[src/hw/rtl/itnb_ram.sv]
// ----------------------------------------------------------------------------
// itnb_ram
// Generic single-write, single-read RAM with registered read data.
// ----------------------------------------------------------------------------
module itnb_ram #(
	parameter int WIDTH = 8,
	parameter int DEPTH = 16
) (
	input  logic                     clk,
	input  logic                     wr_en,
	input  logic [$clog2(DEPTH)-1:0] wr_addr,
	input  logic [WIDTH-1:0]         wr_data,
	input  logic                     rd_en,
	input  logic [$clog2(DEPTH)-1:0] rd_addr,
	output logic [WIDTH-1:0]         rd_data
);
	logic [WIDTH-1:0] mem [DEPTH];
	logic [WIDTH-1:0] rd_data_q;

	always_ff @(posedge clk) begin
		if (wr_en) mem[wr_addr] <= wr_data;
		if (rd_en) rd_data_q <= mem[rd_addr];
	end

	assign rd_data = rd_data_q;
endmodule

[config.mk]
export PLATFORM = sky130hd
export DESIGN_NAME = itnb_ram
export DESIGN_NICKNAME = d
export VERILOG_FILES = /design/src/hw/rtl/itnb_ram.sv
export SDC_FILE = /design/constraint.sdc
export NUM_CORES = 1
export LEC_CHECK = 0
export BUFFER_PORTS_ARGS = -buffer_cell sky130_fd_sc_hd__buf_2
export CAP_MARGIN = 0
export CORE_UTILIZATION = 59
export DETAILED_ROUTE_END_ITERATION = 7
export PLACE_DENSITY_LB_ADDON = 0.3
export REMOVE_ABC_BUFFERS = 1
export SETUP_SLACK_MARGIN = 0.2
export SYNTH_ARGS = -nofsm -noshare
export SYNTH_HDL_FRONTEND = slang
export SYNTH_SLANG_ARGS = --single-unit
export TNS_END_PERCENT = 30
[constraint.sdc]
create_clock -name clk -period 2.05 [get_ports clk]
set_clock_uncertainty 0.2 [all_clocks]
set_input_delay 0.1025 -clock clk [delete_from_list [all_inputs] [get_ports clk]]
set_output_delay 0.1025 -clock clk [all_outputs]
set_load 0.05 [all_outputs]
# Yosys cells after proc, flatten, opt, wreduce, memory -nomap -nowiden
# Memories as Yosys holds them, arrays and structs flattened. A register that Yosys moved wholly into a read port is not among the register bits.
# Index checks and enable logic that the tools add are counted.
# classes
n_mux,2
# op_table
cell,n
$mux W1,2
# totals
register_bits,0
ramBits,128
output_inout_bits,8
elab_cells,3
n_memories,1
# mem_list
name,depth,width,rd,rd_clocked_by_memory_dff,write_ports,line_no,source
mem,16,8,1,1,1,17,logic [WIDTH-1:0] mem [DEPTH];

# Longest topological paths before layout
# logic_depth
ltp_word,2
ltp_mapped,5

# Worst setup path before layout
# OpenSTA, ideal clock, no wires.
# synth_timing
path_type,input to register
from,in wr_addr[2]
to,mem mem[0][0] (enable)
setup_time_ns,0.383
t_arrival_ns,1.212
path_slack_ns,0.255
path_stages,2
path_cell_list,or3b_2 > nor3_1
# synth_rtl
element,line_no,source
from (decl),11,"input logic [$clog2(DEPTH)-1:0] wr_addr,"
to (decl),17,
# No word-level cell before the write port.

==> flow_summary.yaml <==
power_and_ir_drop:
  sw_frac_of_total: 0.2047
  internal-power_mw: 5.106
  power_switching_mw: 1.314
  clock_power_share: 0.454
  p_leak_nw: 2.159
  p_seq_frac: 0.491
  total_power_mw: 6.420
  peakVddDrop_mv: 0.5316
  powerDensity_nw_per_um2: 1021
  pwr-share-comb: 0.055
finish:
  nets: 316
  n_antenna_cell: 0
  drive_above_1_share: 0.3042
  design_area_um2: 6289
  num-fill-cells: 454
  register_area_um2: 4084
  multiInputGateArea_um2: 1057
  syn_to_final_growth_pct: 20.30
floorplan:
  die_y_um: 96.13
  coreArea_um2: 8382
  die_w_um: 96.13
  dieArea_um2: 9241
  start_util: 0.6237
  rows: 33
  io_pins: 27
worst_setup_path:
  start_kind: "flop"
  path_buf_inv: 0
  path_cells: "mux4_1 -> a22oi_1 -> nand2_1"
  timing.critical_path.from: "mem[5][1]"
  slowest_delay_ps: 580
  cp_top_family: "multiplexers"
  end_kind: "flop"
  cp_data_arrival_time_ps: 1780
  r2r_start: "mem[5][1]"
  critPathRequiredTime_ps: 2100
  crit_path_top_delay_cell: "mux4_1"
  critPathMaxFanout: 1
  setup.worst_path.class: "flop to flop"
logic_synthesis:
  netlist_area_um2: 5228
  synth-warning-count: 0
  yosys_register_bits: 136
  ys_types: 18
  synth.yosys.seq_area_share: 0.7812
  synthCells: 229
  syn_area_per_cell_um2: 22.83
timing:
  tns_ps: 0
  fmax_mhz: 577.3
  rsz0062_at_grt: "no"
  slew_viol_final: 0
  min_period_ps: 1732
  hold_violations: 0
  tightest_slew_ps: 387.7
  fin_crit_sh: 0.8450
  slew_headroom: 0.7416
  setup_viol: 0
run:
  cap_viol_max_count: 0
routing:
  via_per_inst: 6.174
  dr.first_iter.drc_count: 235
  drc: 0
  totalWireLength_mm: 10.06
  wl_per_cell_um: 24.30
  vias: 2556
  drtAntennaViolNets: 0
  drt_first_pass_iters: 4
min_path:
  hp-class: "primary input to flop"
  hp-start: "wr_addr[2]"
clock_network:
  cts-root-buf: "clkbuf_8"
  clock_sinks: 136
  clock_latency_ps: 520
  cts_made_buffers: 17
  cts_tree: "yes"
  post_cts_resized: 0
  cts.clk_slew.worst_paths_ps: 60
  h-tree-depth: 4
  cts.path.max_buffers: 2
global_routing:
  grt_overflow: 0
  grt_usage: 0.2519
  antenna_found_initial: 0
  grt_pass1_vias: 2576
  grt_max_degree: 33
  grt_pass1_wl_mm: 15.06
place:
  hpwl_mm: 5.912
  place_congestion: 0.7660
  dpl-instance-area_um2: 5598
  numPortBuffers: 26
run_status:
  status: "complete, no violations"
==> final cells by class <==
type | count | area share
clock buffer | 17 | 0.06586
clock inverter | 14 | 0.02487
multi-input combinational | 83 | 0.1681
sequential | 136 | 0.6494
tap | 105 | 0.02089
timing repair buffer | 59 | 0.07083
==> power groups by stage <==
stage          combinational (mW)  clock (mW)  sequential (mW)
3_5_place_dp                0.333           0             3.21
2_1_floorplan               0.125           0             3.25
4_1_cts                     0.355        2.95             3.15
6_report                    0.353        2.91             3.15
5_1_grt                     0.376        3.07             3.16
3_3_place_gp                0.324           0             3.20
==> timing repair <==
| item | in CTS | in global routing |
|---|---|---|
| endpoints found under the setup margin | 0 | 0 |
| endpoints found under the hold margin | 168 | 0 |
| buffers inserted | 0 | 0 |
| hold buffers | 12 | 0 |
==> logic make-up after synthesis <==
group / Yosys count / synth area share
compound gates: 16 / 0.02298
buf+inv: 10 / 0.01651
flops: 136 / 0.7812
mux: 32 / 0.1479
simple gates: 35 / 0.03136
==> metrics by stage <==
step                      setup slack (ps)  cells  hold slack (ps)    util
after floorplan                      254.6    219            1.369       -
after global placement               222.7    371            280.8  0.6679
after detailed placement             200.0    371            283.3  0.6679
after CTS                            314.4    414            10.24  0.7503
after global routing                 266.2    414            40.66  0.7503
final                                317.7    414            34.29  0.7503
==> synth_stat cells <==
cell type / n / area [µm²]
buf_2: 3 / 15.01
nand3_1: 1 / 5.000
nor2_1: 13 / 48.80
mux4_2: 18 / 405.4
a22oi_1: 16 / 120.1
and2_1: 1 / 6.260
or3b_2: 1 / 8.760
nor3_1: 4 / 20.02
nand3b_1: 2 / 15.01
buf_6: 3 / 33.78
edfxtp_1: 136 / 4084
nand2_1: 9 / 33.78
buf_4: 1 / 7.510
nor2b_1: 1 / 6.260
nand2b_1: 2 / 12.51
clkdlybuf4s25_2: 3 / 30.03
and2b_1: 1 / 7.510
mux4_1: 14 / 367.9
==> worst reg2reg max path, stage by stage (launching register included) <==
cell	delay (ps)
edfxtp_1	380
mux4_1	580
a22oi_1	200
nand2_1	100
==> sequential cells by signal, indices dropped and copies added (netlist names) <==
signal	flops
rd_data	8
mem	128
==> routing by layer <==
layer,GRT usage,routed length (µm)
met5,0,0
met3,0.07899,686
met2,0.3658,4839
met1,0.3592,4337
met4,0.1045,199
==> path summary, 6_finish.rpt <==
| kind | end | cells past startpoint | slack, ps |
|---|---|---|---|
| setup / recovery | rd_data[1] | 3 | 320 |
| hold / removal | mem[1][6] | 4 | 30 |
| setup reg to reg | rd_data[1] | 3 | 320 |
| hold reg to reg | rd_data[5] | 3 | 570 |
==> layout by cell type, fill, tap and decap left out, types with 2 or more instances in the layout <==
cell           synthesis  final
edfxtp_1             136    136
buf_2                  3     26
mux4_2                18     18
buf_4                  1     18
a22oi_1               16     16
clkbuf_16              0     16
mux4_1                14     14
nor2_1                13     13
dlygate4sd3_1          0     12
nand2_1                9      9
nor3_1                 4      4
clkinv_2               0      3
clkinvlp_4             0      3
clkinv_1               0      3
bufinv_16              0      3
buf_12                 0      3
nand3b_1               2      2
nand2b_1               2      2
inv_6                  0      2
No activity file was read; power rests on OpenSTA's default activity.
